`src/rtl/itoa_fmt_pkg.sv`:
```
// Shared constants, microcode types and the control store of the integer formatter.
package itoa_fmt_pkg;

  localparam int VALUE_BITS = 32;
  localparam int MAX_FIELD  = 60;
  localparam int FIELD_W    = 6;
  localparam int CHAR_W     = 8;
  // Octal needs the most digits: one for every three value bits, rounded up.
  localparam int MAX_DIGITS = (VALUE_BITS + 2) / 3;
  localparam int ND_W       = $clog2(MAX_DIGITS + 1);
  localparam int DIG_IDX_W  = $clog2(MAX_DIGITS);
  localparam int PAD_W      = FIELD_W + 2;
  localparam int UPC_W      = 4;
  localparam int PROD_W     = 2 * VALUE_BITS;

  // floor(x / 10) == (x * DEC_RECIP) >> DEC_SHIFT for every 32-bit x.
  localparam logic [VALUE_BITS-1:0] DEC_RECIP = 32'hCCCC_CCCD;
  localparam int DEC_SHIFT = 35;

  localparam logic [1:0] BASE_OCT = 2'd0;
  localparam logic [1:0] BASE_DEC = 2'd1;

  localparam int FLG_ZERO   = 0;
  localparam int FLG_SIGNED = 1;
  localparam int FLG_PLUS   = 2;
  localparam int FLG_SPACE  = 3;
  localparam int FLG_LEFT   = 4;
  localparam int FLG_LOWER  = 5;
  localparam int FLG_PREFIX = 6;

  localparam logic [CHAR_W-1:0] CH_SPACE  = 8'h20;
  localparam logic [CHAR_W-1:0] CH_ZERO   = 8'h30;
  localparam logic [CHAR_W-1:0] CH_UPPERA = 8'h41;
  localparam logic [CHAR_W-1:0] CH_X      = 8'h58;
  localparam logic [CHAR_W-1:0] CH_MINUS  = 8'h2D;
  localparam logic [CHAR_W-1:0] CH_PLUS   = 8'h2B;
  localparam logic [CHAR_W-1:0] LOWER_BIT = 8'h20;

  typedef enum logic [2:0] {
    U_NOP, U_LOAD, U_DIV, U_DIG, U_PREC, U_PAD, U_EMIT_LOOP, U_EMIT_ONCE
  } uop_e;

  typedef enum logic [2:0] {
    SRC_SPACE, SRC_SIGN, SRC_ZERO, SRC_X, SRC_DIGIT
  } src_e;

  typedef enum logic [1:0] {
    CNT_PAD, CNT_PREC, CNT_ND
  } cnt_e;

  typedef enum logic [2:0] {
    C_ALWAYS, C_LEAD, C_SIGN, C_PREFIX, C_PREFIX_HEX, C_NOT_LEFT
  } cond_e;

  typedef struct packed {
    uop_e             op;
    src_e             src;
    cnt_e             cnt;
    cond_e            cond;
    logic             last_dig;
    logic             last_pad;
    logic [UPC_W-1:0] nxt;
    logic [UPC_W-1:0] alt;
  } uword_t;

  localparam logic [UPC_W-1:0] ST_LOAD   = 4'd0;
  localparam logic [UPC_W-1:0] ST_DIV    = 4'd1;
  localparam logic [UPC_W-1:0] ST_DIG    = 4'd2;
  localparam logic [UPC_W-1:0] ST_PREC   = 4'd3;
  localparam logic [UPC_W-1:0] ST_PAD    = 4'd4;
  localparam logic [UPC_W-1:0] ST_LEAD   = 4'd5;
  localparam logic [UPC_W-1:0] ST_SIGN   = 4'd6;
  localparam logic [UPC_W-1:0] ST_PFX0   = 4'd7;
  localparam logic [UPC_W-1:0] ST_PFX1   = 4'd8;
  localparam logic [UPC_W-1:0] ST_ZFILL  = 4'd9;
  localparam logic [UPC_W-1:0] ST_PZERO  = 4'd10;
  localparam logic [UPC_W-1:0] ST_DIGITS = 4'd11;
  localparam logic [UPC_W-1:0] ST_TRAIL  = 4'd12;

  // The control store: one word per step of the formatting program.
  function automatic uword_t ucode(input logic [UPC_W-1:0] addr);
    uword_t w;
    w = '{op: U_NOP, src: SRC_SPACE, cnt: CNT_PAD, cond: C_ALWAYS,
          last_dig: 1'b0, last_pad: 1'b0, nxt: ST_LOAD, alt: ST_LOAD};
    unique case (addr)
      ST_LOAD: begin
        w.op  = U_LOAD;
        w.nxt = ST_DIV;
      end
      ST_DIV: begin
        w.op  = U_DIV;
        w.nxt = ST_DIG;
      end
      ST_DIG: begin
        w.op  = U_DIG;
        w.nxt = ST_PREC;
        w.alt = ST_DIV;
      end
      ST_PREC: begin
        w.op  = U_PREC;
        w.nxt = ST_PAD;
      end
      ST_PAD: begin
        w.op  = U_PAD;
        w.nxt = ST_LEAD;
      end
      ST_LEAD: begin
        w.op   = U_EMIT_LOOP;
        w.src  = SRC_SPACE;
        w.cnt  = CNT_PAD;
        w.cond = C_LEAD;
        w.nxt  = ST_SIGN;
      end
      ST_SIGN: begin
        w.op   = U_EMIT_ONCE;
        w.src  = SRC_SIGN;
        w.cond = C_SIGN;
        w.nxt  = ST_PFX0;
      end
      ST_PFX0: begin
        w.op   = U_EMIT_ONCE;
        w.src  = SRC_ZERO;
        w.cond = C_PREFIX;
        w.nxt  = ST_PFX1;
      end
      ST_PFX1: begin
        w.op   = U_EMIT_ONCE;
        w.src  = SRC_X;
        w.cond = C_PREFIX_HEX;
        w.nxt  = ST_ZFILL;
      end
      ST_ZFILL: begin
        w.op   = U_EMIT_LOOP;
        w.src  = SRC_ZERO;
        w.cnt  = CNT_PAD;
        w.cond = C_NOT_LEFT;
        w.nxt  = ST_PZERO;
      end
      ST_PZERO: begin
        w.op   = U_EMIT_LOOP;
        w.src  = SRC_ZERO;
        w.cnt  = CNT_PREC;
        w.nxt  = ST_DIGITS;
      end
      ST_DIGITS: begin
        w.op       = U_EMIT_LOOP;
        w.src      = SRC_DIGIT;
        w.cnt      = CNT_ND;
        w.last_dig = 1'b1;
        w.nxt      = ST_TRAIL;
      end
      ST_TRAIL: begin
        w.op       = U_EMIT_LOOP;
        w.src      = SRC_SPACE;
        w.cnt      = CNT_PAD;
        w.last_pad = 1'b1;
        w.nxt      = ST_LOAD;
      end
      default: begin
        w.op  = U_NOP;
        w.nxt = ST_LOAD;
      end
    endcase
    return w;
  endfunction

  function automatic logic [CHAR_W-1:0] digit_char(input logic [3:0] d, input logic lower);
    logic [CHAR_W-1:0] c;
    if (d < 4'd10) begin
      c = CH_ZERO + CHAR_W'(d);
    end else begin
      c = CH_UPPERA + CHAR_W'(d) - CHAR_W'(10);
    end
    return lower ? (c | LOWER_BIT) : c;
  endfunction

endpackage

```
`src/rtl/integer_to_ascii_formatter_core.sv`:
```
// Top level of the integer formatter: a microcoded sequencer that prints one number per request.
//
// Each accepted request carries a 32-bit value, a radix (octal, decimal, or hexadecimal, with
// code three taken as hexadecimal), a field width, a minimum digit count, and printf-style flags.
// The block returns the formatted text one ASCII character per output transfer, with last_char_o
// set on the final character. A request runs through a load step, a digit loop of a divide step
// and a digit step per extracted digit (at most 11 octal, 10 decimal, or 8 hex digits), two setup
// steps, and then the emit steps: five counted steps (leading spaces, zero fill, extra zeros,
// digits, trailing spaces) and the sign and prefix steps, which are passed over when they emit
// nothing. The single output register takes one character per cycle while the output side keeps
// ready high. The divide step runs a constant-reciprocal multiply for decimal and a shift
// otherwise; the digit step forms the remainder and writes the digit. The sequencer is back in
// its load step after the last character enters the output register, even if that character
// has not yet been taken, and only there does it accept a new request.
module integer_to_ascii_formatter_core (
  input  logic                                  clk_i,
  input  logic                                  rst_ni,
  input  logic                                  in_valid_i,
  output logic                                  in_ready_o,
  input  logic [itoa_fmt_pkg::VALUE_BITS-1:0]   value_i,
  input  logic [1:0]                            base_select_i,
  input  logic [itoa_fmt_pkg::FIELD_W-1:0]      field_width_i,
  input  logic [itoa_fmt_pkg::FIELD_W-1:0]      min_digits_i,
  input  logic [6:0]                            format_flags_i,
  output logic                                  out_valid_o,
  input  logic                                  out_ready_i,
  output logic [itoa_fmt_pkg::CHAR_W-1:0]       out_char_o,
  output logic                                  last_char_o
);
  import itoa_fmt_pkg::*;

  // Sequencer and its current control word.
  logic [UPC_W-1:0] upc_q, upc_d;
  uword_t           uw;

  // Datapath registers.
  logic [VALUE_BITS-1:0] mag_q, mag_d;
  logic [VALUE_BITS-1:0] quo_q, quo_d;
  logic                  hex_q, hex_d;
  logic                  dec_q, dec_d;
  logic                  zero_q, zero_d;
  logic                  left_q, left_d;
  logic                  lower_q, lower_d;
  logic                  prefix_q, prefix_d;
  logic                  sign_en_q, sign_en_d;
  logic [CHAR_W-1:0]     sign_char_q, sign_char_d;
  logic [FIELD_W-1:0]    prec_q, prec_d;
  logic [PAD_W-1:0]      pad_q, pad_d;
  logic [ND_W-1:0]       nd_q, nd_d;
  logic [3:0]            dig_q [MAX_DIGITS];

  // Output register.
  logic              out_valid_q, out_valid_d;
  logic [CHAR_W-1:0] out_char_q, out_char_d;
  logic              out_last_q, out_last_d;

  // Request decode, evaluated while the sequencer sits in its load step.
  logic                  in_fire;
  logic                  req_neg;
  logic                  req_sign_en;
  logic                  req_hex;
  logic                  req_oct;
  logic [FIELD_W-1:0]    req_width;
  logic [FIELD_W-1:0]    req_prec;
  logic [1:0]            req_pfx_len;

  // Digit extraction.
  logic [PROD_W-1:0]     prod;
  logic [3:0]            quo_x10_lo;
  logic [3:0]            rem;

  // Character emission.
  logic                  out_free;
  logic                  cond_ok;
  logic [FIELD_W-1:0]    cnt_val;
  logic                  emit;
  logic [CHAR_W-1:0]     src_char;
  logic [ND_W-1:0]       nd_dec;
  logic [PAD_W-1:0]      pad_sub;
  logic                  dig_we;

  assign uw         = ucode(upc_q);
  assign in_ready_o = (uw.op == U_LOAD);
  assign in_fire    = in_valid_i && in_ready_o;

  assign out_valid_o = out_valid_q;
  assign out_char_o  = out_char_q;
  assign last_char_o = out_last_q;

  // A negative signed value is printed by magnitude; the most negative value wraps onto itself,
  // which is exactly its magnitude read as unsigned.
  assign req_neg     = format_flags_i[FLG_SIGNED] & value_i[VALUE_BITS-1];
  assign req_sign_en = format_flags_i[FLG_SIGNED]
                     & (req_neg | format_flags_i[FLG_PLUS] | format_flags_i[FLG_SPACE]);
  assign req_hex     = base_select_i[1];
  assign req_oct     = (base_select_i == BASE_OCT);
  assign req_width   = (field_width_i > FIELD_W'(MAX_FIELD)) ? FIELD_W'(MAX_FIELD) : field_width_i;
  assign req_prec    = (min_digits_i > FIELD_W'(MAX_FIELD)) ? FIELD_W'(MAX_FIELD) : min_digits_i;
  assign req_pfx_len = !format_flags_i[FLG_PREFIX] ? 2'd0 :
                       req_hex                     ? 2'd2 :
                       req_oct                     ? 2'd1 : 2'd0;

  // Decimal division by ten uses a constant reciprocal; the remainder only needs the low nibble
  // of quotient times ten, which is (q << 3) + (q << 1) cut to four bits.
  assign prod       = PROD_W'(mag_q) * PROD_W'(DEC_RECIP);
  assign quo_x10_lo = {quo_q[0], 3'b000} + {quo_q[2:0], 1'b0};
  assign rem        = dec_q ? (mag_q[3:0] - quo_x10_lo) :
                      hex_q ? mag_q[3:0] : {1'b0, mag_q[2:0]};

  assign out_free = !out_valid_q || out_ready_i;
  assign nd_dec   = nd_q - 1'b1;
  assign pad_sub  = pad_q - PAD_W'(prec_q);

  always_comb begin
    unique case (uw.cond)
      C_ALWAYS:     cond_ok = 1'b1;
      C_LEAD:       cond_ok = !zero_q && !left_q;
      C_SIGN:       cond_ok = sign_en_q;
      C_PREFIX:     cond_ok = prefix_q && !dec_q;
      C_PREFIX_HEX: cond_ok = prefix_q && hex_q;
      C_NOT_LEFT:   cond_ok = !left_q;
      default:      cond_ok = 1'b0;
    endcase
  end

  always_comb begin
    unique case (uw.cnt)
      CNT_PAD:  cnt_val = pad_q[FIELD_W-1:0];
      CNT_PREC: cnt_val = prec_q;
      CNT_ND:   cnt_val = FIELD_W'(nd_q);
      default:  cnt_val = '0;
    endcase
  end

  always_comb begin
    unique case (uw.src)
      SRC_SPACE: src_char = CH_SPACE;
      SRC_SIGN:  src_char = sign_char_q;
      SRC_ZERO:  src_char = CH_ZERO;
      SRC_X:     src_char = lower_q ? (CH_X | LOWER_BIT) : CH_X;
      SRC_DIGIT: src_char = digit_char(dig_q[nd_dec[DIG_IDX_W-1:0]], lower_q);
      default:   src_char = CH_SPACE;
    endcase
  end

  // Microcode execution. Emit steps hold until the output register can take a character; loop
  // steps repeat while their counter is nonzero and move on once it runs out or the step's
  // condition is false.
  always_comb begin
    upc_d       = upc_q;
    mag_d       = mag_q;
    quo_d       = quo_q;
    hex_d       = hex_q;
    dec_d       = dec_q;
    zero_d      = zero_q;
    left_d      = left_q;
    lower_d     = lower_q;
    prefix_d    = prefix_q;
    sign_en_d   = sign_en_q;
    sign_char_d = sign_char_q;
    prec_d      = prec_q;
    pad_d       = pad_q;
    nd_d        = nd_q;
    dig_we      = 1'b0;
    emit        = 1'b0;
    out_last_d  = out_last_q;
    out_char_d  = out_char_q;

    unique case (uw.op)
      U_LOAD: begin
        if (in_fire) begin
          mag_d       = req_neg ? (~value_i + 1'b1) : value_i;
          hex_d       = req_hex;
          dec_d       = (base_select_i == BASE_DEC);
          // Left justification overrides zero padding.
          zero_d      = format_flags_i[FLG_ZERO] & ~format_flags_i[FLG_LEFT];
          left_d      = format_flags_i[FLG_LEFT];
          lower_d     = format_flags_i[FLG_LOWER];
          prefix_d    = format_flags_i[FLG_PREFIX];
          sign_en_d   = req_sign_en;
          sign_char_d = req_neg                    ? CH_MINUS :
                        format_flags_i[FLG_PLUS]   ? CH_PLUS  : CH_SPACE;
          prec_d      = req_prec;
          pad_d       = PAD_W'(req_width) - PAD_W'(req_sign_en) - PAD_W'(req_pfx_len);
          nd_d        = '0;
          upc_d       = uw.nxt;
        end
      end
      U_DIV: begin
        quo_d = dec_q ? VALUE_BITS'(prod[PROD_W-1:DEC_SHIFT]) :
                hex_q ? (mag_q >> 4) : (mag_q >> 3);
        upc_d = uw.nxt;
      end
      U_DIG: begin
        // The loop runs at least once, so zero still yields one digit.
        dig_we = 1'b1;
        nd_d   = nd_q + 1'b1;
        mag_d  = quo_q;
        upc_d  = (quo_q != '0) ? uw.alt : uw.nxt;
      end
      U_PREC: begin
        if (FIELD_W'(nd_q) > prec_q) begin
          prec_d = FIELD_W'(nd_q);
        end
        upc_d = uw.nxt;
      end
      U_PAD: begin
        // From here on the pad count is never negative, and the precision count holds only
        // the extra zeros in front of the digits.
        pad_d  = pad_sub[PAD_W-1] ? '0 : pad_sub;
        prec_d = prec_q - FIELD_W'(nd_q);
        upc_d  = uw.nxt;
      end
      U_EMIT_LOOP: begin
        if (!cond_ok || (cnt_val == '0)) begin
          upc_d = uw.nxt;
        end else if (out_free) begin
          emit       = 1'b1;
          out_char_d = src_char;
          // The final character is either the last digit with no trailing spaces left, or
          // the last trailing space.
          out_last_d = (uw.last_dig && (nd_q == ND_W'(1)) && (pad_q == '0))
                     || (uw.last_pad && (pad_q == PAD_W'(1)));
          unique case (uw.cnt)
            CNT_PAD:  pad_d  = pad_q - 1'b1;
            CNT_PREC: prec_d = prec_q - 1'b1;
            CNT_ND:   nd_d   = nd_dec;
            default:  nd_d   = nd_q;
          endcase
        end
      end
      U_EMIT_ONCE: begin
        if (!cond_ok) begin
          upc_d = uw.nxt;
        end else if (out_free) begin
          emit       = 1'b1;
          out_char_d = src_char;
          out_last_d = 1'b0;
          upc_d      = uw.nxt;
        end
      end
      default: begin
        upc_d = uw.nxt;
      end
    endcase

    out_valid_d = emit ? 1'b1 : (out_ready_i ? 1'b0 : out_valid_q);
  end

  always_ff @(posedge clk_i or negedge rst_ni) begin
    if (!rst_ni) begin
      upc_q       <= ST_LOAD;
      out_valid_q <= 1'b0;
    end else begin
      upc_q       <= upc_d;
      out_valid_q <= out_valid_d;
    end
  end

  always_ff @(posedge clk_i) begin
    mag_q       <= mag_d;
    quo_q       <= quo_d;
    hex_q       <= hex_d;
    dec_q       <= dec_d;
    zero_q      <= zero_d;
    left_q      <= left_d;
    lower_q     <= lower_d;
    prefix_q    <= prefix_d;
    sign_en_q   <= sign_en_d;
    sign_char_q <= sign_char_d;
    prec_q      <= prec_d;
    pad_q       <= pad_d;
    nd_q        <= nd_d;
    out_char_q  <= out_char_d;
    out_last_q  <= out_last_d;
  end

  // Digits are collected least significant first and read back from the top.
  always_ff @(posedge clk_i) begin
    if (dig_we) begin
      dig_q[nd_q[DIG_IDX_W-1:0]] <= rem;
    end
  end

endmodule
```
`config.mk`:
```
export PLATFORM = sky130hd
export DESIGN_NAME = integer_to_ascii_formatter_core
export DESIGN_NICKNAME = d
export VERILOG_FILES = /design/src/rtl/itoa_fmt_pkg.sv /design/src/rtl/integer_to_ascii_formatter_core.sv
export SDC_FILE = /design/constraint.sdc
export NUM_CORES = 1
export LEC_CHECK = 0
export ABC_AREA = 1
export BUFFER_PORTS_ARGS = -buffer_cell sky130_fd_sc_hd__buf_2
export CAP_MARGIN = 25
export CORE_MARGIN = 1
export CORE_UTILIZATION = 58
export CTS_CLUSTER_SIZE = 12
export DETAILED_ROUTE_END_ITERATION = 12
export PLACE_DENSITY_LB_ADDON = 0.05
export SLEW_MARGIN = 5
export SYNTH_ARGS = -nofsm -noshare
export SYNTH_HDL_FRONTEND = slang
export SYNTH_SLANG_ARGS = --single-unit
```
`constraint.sdc`:
```
create_clock -name clk_i -period 7.4 [get_ports clk_i]
set_clock_uncertainty 0.15 [all_clocks]
set_input_delay 1.85 -clock clk_i [delete_from_list [all_inputs] [get_ports clk_i]]
set_output_delay 1.85 -clock clk_i [all_outputs]
set_load 0.02 [all_outputs]
```
## Word-level counts from Yosys, hierarchy flattened

Memory sizes are Yosys's and may differ from the RTL's.
Cells that the tools add are included.
W data, S select, Z words.

- Bits in registers: 111
- Logic and storage cells: 196
- Bits in writable memories: 44
- Memories kept: 1

- Multiplexer cells: 68
- Bitwise operators: 7
- Order comparisons: 4
- $mul: 1
- Reductions and logical operators: 39
- Add/sub/neg operators: 14
- Eq/ne operators: 44

Memory list:

| memory | depth | width | rd ports | clocked after memory_dff | wr ports | RTL line | text |
|---|---|---|---|---|---|---|---|
| dig_q | 11 | 4 | 1 | 0 | 1 | integer_to_ascii_formatter_core.sv:50 | `logic [3:0] dig_q [MAX_DIGITS];` |

Operators by type and width:

| cell | number |
|---|---|
| $mul A32 B32 Y64 const B | 1 |
| $mux W32 | 2 |
| $mux W8 | 8 |
| $pmux W32 S2 | 1 |
| $mux W29 | 2 |
| $mux W6 | 9 |
| $mux W4 | 12 |
| $pmux W4 S12 | 1 |
| $add A32 B1 Y32 const B | 1 |
| $not A32 Y32 | 1 |
| $pmux W8 S4 | 1 |
| $reduce_bool A32 Y1 | 1 |
| $pmux W6 S4 | 1 |
| $pmux W8 S3 | 1 |
| $eq A3 B3 Y1 const B | 7 |
| $pmux W3 S7 | 1 |
| $eq A4 B4 Y1 const B | 5 |
| $eq A3 B2 Y1 const B | 6 |
| $pmux W6 S3 | 1 |
| $eq A4 B3 Y1 const B | 4 |
| $mux W1 | 16 |
| $pmux W4 S4 | 1 |
| $pmux W8 S2 | 1 |
| $pmux W3 S5 | 1 |
| other kinds (52) | 92 |

## Depth between registers and ports, before layout

An unclocked memory read counts as a cell.

- Depth in word-level cells: 10
- Mapped depth: 33

## Least setup slack after synthesis

No wires, ideal clock.

- Path kind: register -> register
- Start: reg mag_q[20]
- End: reg quo_q[22], data pin
- Path buffers: 0
- Period minus slack after synthesis: 6393 ps
- Slack: 1007 ps
- Library setup time: 256 ps
- Cell stages (with the launch flop): 27
- Arrival: 5987 ps
- Required time: 6994 ps
- Path through: edfxtp_1 > ha_1 > inv_1 > fa_1 > inv_1 > fa_1 > inv_1 > fa_1 > inv_1 > fa_1 > fa_1 > fa_1 > inv_1 > fa_1 > inv_1 > ha_1 > nand2_1 > nor2_1 > inv_1 > nor2_1 > inv_1 > nor3_1 > nand2_1 > nand3_1 > nand2_1 > nand3_1 > nand2_1

- Word-level cells in the longest chain between the ends: 2

RTL lines:

| element | RTL line | text |
|---|---|---|
| from (decl) | integer_to_ascii_formatter_core.sv:37 | `logic [VALUE_BITS-1:0] mag_q, mag_d;` |
| from (signal assigned) | integer_to_ascii_formatter_core.sv:261 | `mag_q <= mag_d;` |
| $mul A32 B32 Y64 | integer_to_ascii_formatter_core.sv:105 | `assign prod = PROD_W'(mag_q) * PROD_W'(DEC_RECIP);` |
| $mux W29 | integer_to_ascii_formatter_core.sv:190 | `quo_d = dec_q ? VALUE_BITS'(prod[PROD_W-1:DEC_SHIFT]) :` |
| to (signal assigned) | integer_to_ascii_formatter_core.sv:262 | `quo_q <= quo_d;` |
| to (decl) | integer_to_ascii_formatter_core.sv:38 | `logic [VALUE_BITS-1:0] quo_q, quo_d;` |

No other way between the ends.
A chain may end at the register's enable or synchronous reset.

## Final worst setup path

- Start: reg mag_q[14]
- End: reg quo_q[28], data pin

The elaborated chain is that of the path after synthesis.

==> results.md <==
* Initial antenna violation count at 1
* CTS tree: yes
* Most common cell after layout, fill and taps aside: inv_1
* RePlAce Congestion at 1.07
* Finished Cell Area at 0.0306 mm²
* Core area at 0.0476 mm²
* Synth area leaders: fa_1, ha_1, edfxtp_1
* Die height at 222 µm
* 1st-iter DRT viols at 2537
* Vias in the first global route at 24500
* Detail Placement HPWL at 83400 µm
* WP data required at 7.47 ns
* Crit path depth at 29
* Routed WL at 96100 µm
* Crit Reg-Reg Startpoint: mag_q[14]$_DFFE_PP_
* Syn_area_per_cell at 8.05 µm²
* Dpl cells at 4216
* Avg Vias per Cell at 5.65
* Mapped Cells at 3475
* Final hold violations at 0
* Effective utilization at floorplan at 58.7%
* DRT antenna net count at 0
* Critical path arrival at 7.23 ns
* Synth Flop Type: edfxtp_1
* Post-synthesis net count at 4296
* Tightest Pin Transition at 1.07 ns
* Critical Path Start Type: register
* Routed len/inst at 22.5 µm
* Total number of vias at 24200
* Biggest cell delay along the critical path at 0.58 ns
* Leading cell types in the layout, fill and taps excluded: inv_1, nand2_1, fa_1
* Worst Hold Class: reg2reg
* Reg-to-Reg End: quo_q[28]$_DFFE_PN_
* Reg2Reg Depth at 29
* Ratio of cells with drive above 1 in the final layout at 7.52%
* Cell area after synthesis at 0.0280 mm²
* Drt first pass iters at 6
* Ports at 68
* Fin Hold WS at 0.417 ns
* Kind of critical path: reg2reg
* Synth area leader: fa_1
* Layout Cells excl Fill at 4273
* Area growth syn-to-layout at 9.26%
* DIE WIDTH at 222 µm
* Synthesized flop and latch total at 146
* EDFF count, synth at 141
* Status: finished, final reports clean
* Final min period at 7.16 ns
* I/O Buffers at 66
* DRC viols at 0
* Final count of negative-setup-slack endpoints at 0
* Synthesis Warnings at 0
* Nets at 4464
* Htree depth at 4
* Max-cap viol count at 0
* Rows at 80
* Clk sinks at 146
* Slowest stage cell, crit path: fa_1
* Clock buffer depth at 2
* First-pass GRT wire length at 146000 µm
* Total Die Area at 0.0491 mm²
* CP startpoint: mag_q[14]$_DFFE_PP_
* Slew Limit Fails at 0
* Crit path max fanout at 5
* Setup crit end: quo_q[28]$_DFFE_PN_
* Relative slew slack at 28.0%
* Final Cycle Share at 96.8%
* Total track usage at 40.6%
* CP delay by family, top: adder cells
* Clk slew on worst S/H paths at 0.07 ns
* Total gr overflow at 0
* Final worst-path setup slack at 0.239 ns
* DP Area at 0.0297 mm²
* Largest net degree at the start of global routing at 59
* Yosys top cell area share at 27.8%
* Async S/R FF share, synth at 3.42%
* Bufs and invs on worst path at 9
* Clock latency at the later pin of the worst-skew pair at 0.50 ns
* Reg2reg setup slack at 0.24 ns
* Setup slack after placement at -0.246 ns
* Distinct cells, synth at 50
* Fmax at 140 MHz
* Hold_buf cts at 0
* Kind of end point of the critical path: register
* Cts bufs inserted at 17
* CTS Root Cell: clkbuf_16
* Sequential fraction of the synthesis area at 15.6%
## registers in the layout (all words and copies together), names as in the netlist
| signal | flops |
|---|---|
| upc_q | 4 |
| out_valid_o | 1 |
| dec_q | 1 |
| prec_q | 6 |
| sign_en_q | 1 |
| last_char_o | 1 |
| left_q | 1 |
| sign_char_q | 3 |
| dig_q | 44 |
| zero_q | 1 |
| nd_q | 4 |
| pad_q | 8 |
| prefix_q | 1 |
| quo_q | 29 |
| mag_q | 32 |
| hex_q | 1 |
| out_char_o | 7 |
| lower_q | 1 |
## worst min-delay path by stage
stage                     slack, ns  cells past startpoint                         start                          end
final                          0.42                      2  sign_char_q[1]$_SDFFCE_PP0P_  out_char_o[1]$_SDFFCE_PN0P_
after global routing           0.47                      2  sign_char_q[2]$_SDFFCE_PP1P_  out_char_o[2]$_SDFFCE_PN0P_
after CTS                      0.42                      2  sign_char_q[1]$_SDFFCE_PP0P_  out_char_o[1]$_SDFFCE_PN0P_
after detailed placement       0.41                      2           quo_q[24]$_DFFE_PN_          mag_q[24]$_DFFE_PP_
after global placement         0.40                      2          upc_q[2]$_DFFE_PN0P_         upc_q[2]$_DFFE_PN0P_
after floorplan                0.34                      2  sign_char_q[1]$_SDFFCE_PP0P_  out_char_o[1]$_SDFFCE_PN0P_
## layer usage
metal	share of wire, %	GRT usage (%)
met1	41	55.0
met5	0	0
met2	43	61.4
met3	8.8	6.76
met4	7.2	24.9
## timing repair
action | 4_1_cts | 5_1_grt
gates resized for setup | 2 | 21
setup endpoints to repair | 3 | 28
cloned | 0 | 0
buffers inserted | 0 | 22
## metrics by stage
stage	setup TNS (ns)	util, %
detailed placement	-0.281	62.2
finish	0	64.1
global route	-0.0522	64.1
CTS	0	63.5
floorplan	0	-
global placement	-0.198	62.2
## cells in the mapped netlist, types with 22 or more instances
library cell and count:
inv_1 959, nand2_1 646, fa_1 389, ha_1 375, nor2_1 239, o21ai_0 151, edfxtp_1 141, nand3_1 126
a21oi_1 118, xor2_1 60, nor3_1 40, nand4_1 24, xnor2_1 22
## tightest hold or removal path, cell delays in order, from the launching register on
cell	delay, ns
edfxtp_1	0.34
nand2_1	0.05
nand2_1	0.07
## area by class of cell
| class | instances | area, µm² |
|---|---|---|
| multi-input combinational | 2321 | 19900 |
| clock buffer | 20 | 467 |
| clock inverter | 12 | 141 |
| tap | 615 | 769 |
| timing repair buffer | 186 | 1250 |
| sequential | 146 | 4360 |
| antenna | 2 | 5.00 |
| fill | 4174 | 17100 |
| inverter | 971 | 3640 |
## logic make-up (layout without fill, tap and decap cells)
family,count (synthesis),count (layout),share of synthesized area [%]
other cells,1,3,0.0134
flops,146,146,15.6
fa+ha+maj,764,764,44.6
buf+inv,1008,1189,13.6
compound gates,339,339,6.61
xor+xnor,84,84,2.68
simple gates,1133,1133,16.9
Power is not shown: default switching activity piles up to over one toggle a cycle in this logic, so the estimate is an artifact.
